<file path="src/hw/rtl/dvrt_pkg.sv">
// Types, codes and helper functions of the distance-vector route table.
package dvrt_pkg;

    localparam logic [31:0] UNREACHABLE = 32'hFFFF_FFFF;
    localparam logic [7:0]  AGE_MAX = 8'hFF;
    localparam logic [7:0]  AGE_LIMIT_RESET = 8'd5;

    typedef enum logic [2:0] {
        REQ_LOAD = 3'd0,
        REQ_ADV  = 3'd1,
        REQ_LOST = 3'd2,
        REQ_AGE  = 3'd3,
        REQ_READ = 3'd4
    } req_t;

    typedef enum logic [3:0] {
        ST_LOADED   = 4'd0,
        ST_IGNORED  = 4'd1,
        ST_UPDATED  = 4'd2,
        ST_KEPT     = 4'd3,
        ST_INSERTED = 4'd4,
        ST_FULL     = 4'd5,
        ST_READ_OK  = 4'd6,
        ST_BAD_IDX  = 4'd7,
        ST_LOST     = 4'd8,
        ST_AGED     = 4'd9
    } status_t;

    typedef enum logic [1:0] {
        S_IDLE,
        S_SCAN,
        S_DRAIN,
        S_FINISH
    } state_t;

    typedef struct packed {
        logic [31:0] prefix;
        logic [5:0]  len;
        logic [31:0] distance;
        logic [31:0] nexthop;
        logic        direct;
        logic [7:0]  age;
    } entry_t;

    typedef struct packed {
        logic accept;
        logic scan_issue;
        logic finish;
    } cmd_t;

    typedef struct packed {
        logic cnt_zero;
        logic scan_last;
        logic stop;
        logic out_free;
    } stat_t;

    // Network mask from a prefix length; zero length gives an empty mask.
    function automatic logic [31:0] len_mask(input logic [5:0] len);
        logic [31:0] m;
        if (len == 6'd0)
            m = 32'd0;
        else if (len >= 6'd32)
            m = UNREACHABLE;
        else
            m = UNREACHABLE << (6'd32 - len);
        return m;
    endfunction

endpackage

</file>
<file path="src/hw/rtl/dvrt_ctrl.sv">
// Sequencer of the route table: accepts a request, runs the scan, hands off the result.
module dvrt_ctrl
    import dvrt_pkg::*;
(
    input  logic       clk,
    input  logic       rst_n,
    input  logic       req_valid,
    input  logic [2:0] req_type,
    output logic       req_ready,
    input  stat_t      stat,
    output cmd_t       cmd
);

    state_t state_reg, state_next;

    always_ff @(posedge clk or negedge rst_n)
    begin
        if (!rst_n)
            state_reg <= S_IDLE;
        else
            state_reg <= state_next;
    end

    always_comb
    begin
        state_next = state_reg;
        cmd = '0;
        req_ready = 1'b0;
        unique case (state_reg)
            S_IDLE:
            begin
                req_ready = 1'b1;
                if (req_valid)
                begin
                    cmd.accept = 1'b1;
                    if ((req_type == REQ_ADV || req_type == REQ_LOST ||
                         req_type == REQ_AGE) && !stat.cnt_zero)
                        state_next = S_SCAN;
                    else
                        state_next = S_FINISH;
                end
            end
            S_SCAN:
            begin
                if (stat.stop)
                    state_next = S_DRAIN;
                else
                begin
                    cmd.scan_issue = 1'b1;
                    if (stat.scan_last)
                        state_next = S_DRAIN;
                end
            end
            S_DRAIN:
                state_next = S_FINISH;
            S_FINISH:
            begin
                if (stat.out_free)
                begin
                    cmd.finish = 1'b1;
                    state_next = S_IDLE;
                end
            end
            default:
                state_next = S_IDLE;
        endcase
    end

endmodule

</file>
<file path="config.mk">
export PLATFORM = sky130hd
export DESIGN_NAME = dvrt_ctrl
export DESIGN_NICKNAME = d
export VERILOG_FILES = /design/src/hw/rtl/dvrt_pkg.sv /design/src/hw/rtl/dvrt_ctrl.sv
export SDC_FILE = /design/constraint.sdc
export NUM_CORES = 1
export LEC_CHECK = 0
export BUFFER_PORTS_ARGS = -buffer_cell sky130_fd_sc_hd__buf_2
export CORE_AREA = 2 2 39 41
export DETAILED_ROUTE_END_ITERATION = 6
export DIE_AREA = 0 0 41 43
export PLACE_DENSITY_LB_ADDON = 0.08
export RECOVER_POWER = 25
export REMOVE_ABC_BUFFERS = 1
export SLEW_MARGIN = 20
export SYNTH_ARGS = -nofsm -noshare
export SYNTH_HDL_FRONTEND = slang
export SYNTH_SLANG_ARGS = --single-unit
</file>
<file path="constraint.sdc">
create_clock -name clk -period 3 [get_ports clk]
set_input_delay 0.3 -clock clk [delete_from_list [all_inputs] [get_ports clk]]
set_output_delay 0.3 -clock clk [all_outputs]
set_load 0.1 [all_outputs]
</file>
==> metrics <==
DR vias 192; # IOs 14; Final Non-Filler Cells 56; Starting Density 0.155; Layout area overhead 54.4%; worst slew pin tran 486 ps; fin crit share 0.595; Die Wd 41 um; CTS tree built; syn_area_per_cell 9.30 um2; final core occ 0.239; number of global-route vias before repair 181; DR pass1 iterations 4; worst-case vdd ir drop 393 uV; CP delay by family, top buffers and inverters; buffers added on ports 13; Worst-path clk slew 30 ps; final-report hold violation count 0; most common cell after layout, fill and taps aside buf_2; largest net degree at the start of global routing 5; max reg flops 2; clock root cell clkbuf_4; Worst Clk Skew 4.48 ps; Detailed Route WL 446 um; row count 14; worst path cell trace inv_1 -> ha_1 -> and2_2 -> buf_2; H-tree levels 1; Post-route DRC 0; Tot GR Track Use 0.0592; Power per Cell Area 1170 mW/mm2; die area 0.00176 mm2; class of the worst hold path in2async; worst path required time 2700 ps; cts repair resizes 0; placed insts 52; fin nets 57; diode count 0; Synth Instances 23; share of cells above drive strength 1 0.450; dpl ws 1330 ps; Critical Path Start Type register; RePlAce Congestion 0.642; DIE HEIGHT 43 um; Antenna Nets Post-Route 0; endpoints failing setup 0; slowest stage cell, crit path buf_2; Synth warnings 0; Buf/Inv on CP 2; overall power 0.385 mW; Clk Latency, worst-skew pair 220 ps; Leakage Power 0.194 nW; max incr delay on CP 410 ps; post-CTS setup buffers 0; Iteration-0 DRC Markers 4; kind of critical path reg2out; antenna violations before repair 0; clock tree buffer depth 2; outcome finished clean; CTS Sinks 2; max-slew violations 0; post-synthesis sequential area ratio 0.234; Crit. End Element primary output; Period minus WS final 1790 ps; Syn Std Cell Area 214 um2; Slew headroom 0.679; Vias per Instance 3.43; CP arrival 1490 ps; post-DR wirelength/cell 7.96 um; first-pass GRT wire length 669 um; commonest non-fill, non-tap cells in the layout buf_2, inv_1, ha_1; Setup TNS 0 ps; max_cap viols 0; Core ar. 0.00138 mm2; CP max FO 4; Synth cell types 12; RSZ-0062 raised after global routing false; Num CTS Buffers 3; Yosys reg bits 2; highest clock rate 0.560 GHz; grt total ovfl 0; final worst slack 1210 ps
timing repair:
item                       CTS  global route
setup endpoints to repair    0             0
hold endpoints to repair     2             0
hold buffers                 1             0
per-stage QoR:
| step | hold slack (ps) | cell area, um2 |
|---|---|---|
| CTS | 381 | 332 |
| finish | 396 | 330 |
| detailed placement | 90.1 | 299 |
| floorplan | 4.41 | 214 |
| global route | 401 | 330 |
| global placement | 85.5 | 299 |
cell usage after synthesis (all sizes together):
library cell | count | share of area
ha | 5 | 0.29
inv | 5 | 0.088
nor2 | 3 | 0.053
and2 | 2 | 0.064
dfrtp | 2 | 0.23
a222oi | 1 | 0.047
a31oi | 1 | 0.029
mux2 | 1 | 0.053
mux2i | 1 | 0.047
nor2b | 1 | 0.064
or2 | 1 | 0.029
where the power goes:
group / internal (mW) / switching (mW)
Combinational: 0.0770 / 0.194
Sequential: 0.0426 / 0.0121
Clock: 0.0441 / 0.0151
Total: 0.164 / 0.221
path summary, 6_finish.rpt:
kind | start | end | slack [ps] | cells after the start
worst max-delay path | state_reg[0] | cmd[2] | 1210 | 4
worst min-delay path | rst_n | state_reg[1] | 400 | 2
worst max register to register | state_reg[0] | state_reg[1] | 1360 | 4
worst min register to register | state_reg[1] | state_reg[1] | 560 | 1
max in group asynchronous | rst_n | state_reg[0] | 2470 | 2
min in group clk | stat[2] | state_reg[0] | 490 | 4
metal layers:
metal	part of all wire	routed length (um)	track usage	vias to the layer above
met4	0	0	0.0600	0
met2	0.47	208	0.0844	11
met3	0.14	63	0.0157	0
met5	0	0	0	-
li1	-	-	-	107
met1	0.39	174	0.0643	74
kinds of logic (layout without fill, tap and decap cells):
logic type,count (synthesis),in the layout,share of synthesized area
AOI/OAI and AO/OA,2,2,0.0760
adders and majority gates,5,5,0.292
buffers and inverters,5,22,0.0877
DFF,2,2,0.234
muxes,2,2,0.0994
and+or+nand+nor,7,7,0.211
final cells by class:
cell class | instances | area [um2]
well taps | 16 | 20.0
clock buffers | 3 | 22.5
repair buffers | 14 | 73.8
flip-flops and latches | 2 | 50.0
multi-input cells | 16 | 145
inverters | 5 | 18.8
fillers | 152 | 1050
(Power assumes the default switching activity.)
